### src/sv/lsr_ram.sv
// ----------------------------------------------------------------------------
// lsr_ram
// Generic single write port, single read port RAM with registered read data.
// ----------------------------------------------------------------------------
`default_nettype none

module lsr_ram #(
    parameter int WIDTH = 32,
    parameter int DEPTH = 128
) (
    input  wire                      i_clk,
    input  wire                      i_we,
    input  wire [$clog2(DEPTH)-1:0]  i_waddr,
    input  wire [WIDTH-1:0]          i_wdata,
    input  wire [$clog2(DEPTH)-1:0]  i_raddr,
    output logic [WIDTH-1:0]         o_rdata
);

    logic [WIDTH-1:0] r_mem [DEPTH];

    // write port and registered read
    always_ff @(posedge i_clk) begin
        if (i_we) begin
            r_mem[i_waddr] <= i_wdata;
        end
        o_rdata <= r_mem[i_raddr];
    end

endmodule

`default_nettype wire

### config.mk
export PLATFORM = sky130hd
export DESIGN_NAME = lsr_ram
export DESIGN_NICKNAME = d
export VERILOG_FILES = /design/src/sv/lsr_ram.sv
export SDC_FILE = /design/constraint.sdc
export NUM_CORES = 2
export LEC_CHECK = 0
export BUFFER_PORTS_ARGS = -buffer_cell sky130_fd_sc_hd__buf_2
export CAP_MARGIN = 5
export CORE_MARGIN = 5
export CORE_UTILIZATION = 45
export DETAILED_ROUTE_END_ITERATION = 12
export PLACE_DENSITY = 0.7
export SYNTH_ARGS = -nofsm -noshare
export SYNTH_HDL_FRONTEND = slang
export SYNTH_SLANG_ARGS = --single-unit
### constraint.sdc
create_clock -name i_clk -period 8.69 [get_ports i_clk]
set_input_delay 0.869 -clock i_clk [delete_from_list [all_inputs] [get_ports i_clk]]
set_output_delay 0.869 -clock i_clk [all_outputs]
set_load 0.1 [all_outputs]
; ---- Yosys cells after proc, flatten, opt, wreduce, memory -nomap -nowiden
; Memories as Yosys holds them, arrays and structs flattened. A register that Yosys moved wholly into a read port is not among the register bits.
; Cells that the tools add are included.
[totals]
word_cells = 3
romBits = 0
register_bits = 0
mem_bits_rw = 4096
latchBits = 0
memories = 1
out_inout_bits = 32
inputBits = 48
[op_classes]
n_reduce_logical = 0
n_eq_ne = 0
addsub = 0
muxes = 2
n_lt_le_gt_ge = 0
div = 0
n_shift = 0
n_mul = 0
n_bitwise = 0
[mem_list]
columns = name, words, width, rd, rd_clocked_by_memory_dff, write_ports, line_no
row1 = r_mem, 128, 32, 1, 1, 1, 19  ; logic [WIDTH-1:0] r_mem [DEPTH];
[op_table]
columns = operator, n
row1 = $mux W1, 2

; ---- Logic depth before layout (Yosys ltp)
[logic_depth]
depth_word = 2
mapped_depth = 8
ltp_nobuf = 4

; ---- Worst setup path before layout
; Ideal clock, no wire load.
[synth_path]
kind = input to register
start = input i_we
end = memory r_mem[98][0], enable pin
n_path_buf = 1
path_stages = 3
setup_time_ns = 0.461
required_time_ns = 8.229
setup_slack_ns = 4.582
t_arrival_ns = 3.647
cell_sequence = clkbuf_1 -> nand4_1 -> nor3_1
[synth_via]
elab_chain_cells = 2
[synth_lines]
columns = element, line_no
row1 = "start, declared", 12  ; input wire i_we,
row2 = $mux W1, 23  ; if (i_we) begin
row3 = $mux W1 (not written as such), 24  ; r_mem[i_waddr] <= i_wdata;
row4 = "end, declared", 19
; Every way passes these cells.

==> results.toml <==
[power_and_ir_drop]
total_power_mw = 41.3
p_leak_nw = 53.7
ir_worst_vdd_v = 0.000167
p_per_area_mw_per_mm2 = 233

[placed_design]
dp.cells = 10544
place_area_mm2 = 0.164
dp_hpwl_um = 218000
place_congestion = 0.812
numPortBuffers = 79

[critical_path]
crit_chain = "buf_8 > buf_4 > buf_12 > mux4_2 > mux4_2 > mux4_2 > mux2_2"
crit_required_ps = 9500
arrival_ps = 4880
cpMostUsedCell = "mux4_2"
crit_path_end_kind = "flip-flop"
worstSetupPathType = "input pin to flip-flop"
slowest_stage = "mux4_2"
startpoint_type = "input pin"
max_stage_delay_ps = 700
path_max_fanout = 113

[detailed_routing]
viasPerCell = 6.41
first_iter_violations = 12647
wl_met3_um = 50600
wl_per_cell_um = 37.0
ant_nets = 0
drc = 0
met1_length_um = 150000
wl_met2_um = 203000
dr.pass1.iters = 5
topRoutingLayerUsed = "met5"
vias = 72675
routed_wl_um = 420000

[global_route]
grt_max_degree = 143
globalRoute.totalOverflow = 0
grt_usage = 0.232
grt_pass1_vias = 72202
grt_pass1_wl_um = 580000
antenna_found_initial = 54

[synthesis]
synthesis.area_mm2 = 0.156
yosys.area.top_type_share = 0.787
syn-num-nets = 6038
synth-seq-cells = 4128
synth_top_area_cell = "edfxtp_1"
post_synth_num_cell_types = 17
synthCells = 5990
ys_seq_area_frac = 0.791
synth_warnings = 0
synth_area_leaders = "edfxtp_1 79%, mux4_2 19%, clkbuf_1 0.44%"
postSynthAreaPerCell_um2 = 26.1

[min_path]
min_path_type = "input pin to flip-flop"

[clock_tree]
cts_max_level = 5
cts_root_buf = "clkbuf_16"
tritoncts = "done"
clock_sinks = 4128
cts_resized = 0
cts_setup_buffers = 0
insertion_delay_ps = 920
ctsLongestPathBuffers = 4
clk_pin_slew_worst_paths_ps = 60
postCtsHoldBufs = 0
cts_made_buffers = 399

[outcome]
status = "completed"

[die]
die_w_um = 599
fp.dieH_um = 599
rows = 216
pin_count = 80
core_area_mm2 = 0.346
initial_core_util = 0.452
fp.dieArea_mm2 = 0.359

[finish]
area_growth_pct = 13.2
final_common_cell = "edfxtp_1"
fin_cells = 11343
layout_common_cells = "4096 x edfxtp_1, 1344 x mux4_2, 405 x clkbuf_16"
drive_gt1_frac = 0.353
multi_input_area_mm2 = 0.0323
n_fill_cell = 25707
regArea_mm2 = 0.124
fin_nets = 6415
design_area_mm2 = 0.177

[timing]
finalMaxSlewViolations = 0
worst_pin_slew_ps = 1240
max_slew_margin = 0.170
skew_ps = 54.3
hold_viol_final = 0
max_freq_ghz = 0.245
period_share = 0.469
period_minus_slack_ps = 4080
setup_tns_ps = 0
setup_violations = 0
rsz0062_at_grt = "no"

[run]
drv_cap = 0
-- where the power goes --
group	switching (mW)	internal (mW)
sequential	0.100	22.0
clock	7.31	9.64
combinational	1.46	0.787
-- stage by stage --
| stage | util | hold slack (ps) | setup slack (ps) |
|---|---|---|---|
| detailed placement | 0.474 | 1120 | 3750 |
| finish | 0.512 | 331 | 4610 |
| global route | 0.511 | 321 | 4610 |
| floorplan | - | 968 | 4580 |
| global placement | 0.474 | 1130 | 3710 |
| CTS | 0.511 | 279 | 4660 |
-- cell families (layout without fill, tap and decap cells) --
group | after synthesis | after routing | share of synthesized area
buf+inv | 316 | 1015 | 0.00839
flops | 4128 | 4128 | 0.791
mux | 1376 | 1376 | 0.196
other cells | 0 | 76 | 0
simple gates | 170 | 170 | 0.00446
-- state kept, by name, summed over array words and instances (netlist names) --
signal   cells
r_mem     4096
o_rdata     32
-- critical path: cells and delay by family --
| family | cells | cell delay [ps] |
|---|---|---|
| mux | 4 | 1990 |
| buf+inv | 3 | 1560 |
-- cell type report --
class,count,share of cell area
Timing Repair Buffer,292,0.0134
Antenna cell,76,0.00107
Tap cell,4578,0.0324
Sequential cell,4128,0.699
Clock buffer,487,0.0595
Clock inverter,236,0.0125
Multi-Input combinational cell,1546,0.182
-- cell usage after synthesis, drive strengths merged --
library cell,count
nand2b,2
nand4,3
nor3,9
dfxtp,32
or3,1
mux2,32
mux4,1344
edfxtp,4096
nor2b,7
clkbuf,182
nor2,122
nand3,12
nand2,14
buf,134
-- layer usage --
| layer | track usage | vias up |
|---|---|---|
| met5 | 0 | - |
| met4 | 0.0860 | 12 |
| met3 | 0.0522 | 773 |
| met2 | 0.369 | 5356 |
| met1 | 0.320 | 39324 |
| li1 | - | 27210 |
-- path summary, 6_finish.rpt --
path / start / end / slack [ps] / cells after the start
max: i_raddr[2] / o_rdata[19]$_DFF_P_ / 4610 / 7
max reg2reg: r_mem[40][19]$_DFFE_PP_ / o_rdata[19]$_DFF_P_ / 5980 / 4
min: i_wdata[20] / r_mem[117][20]$_DFFE_PP_ / 330 / 1
min reg2reg: r_mem[49][22]$_DFFE_PP_ / o_rdata[22]$_DFF_P_ / 1120 / 4
No activity file was read; power rests on OpenSTA's default activity.
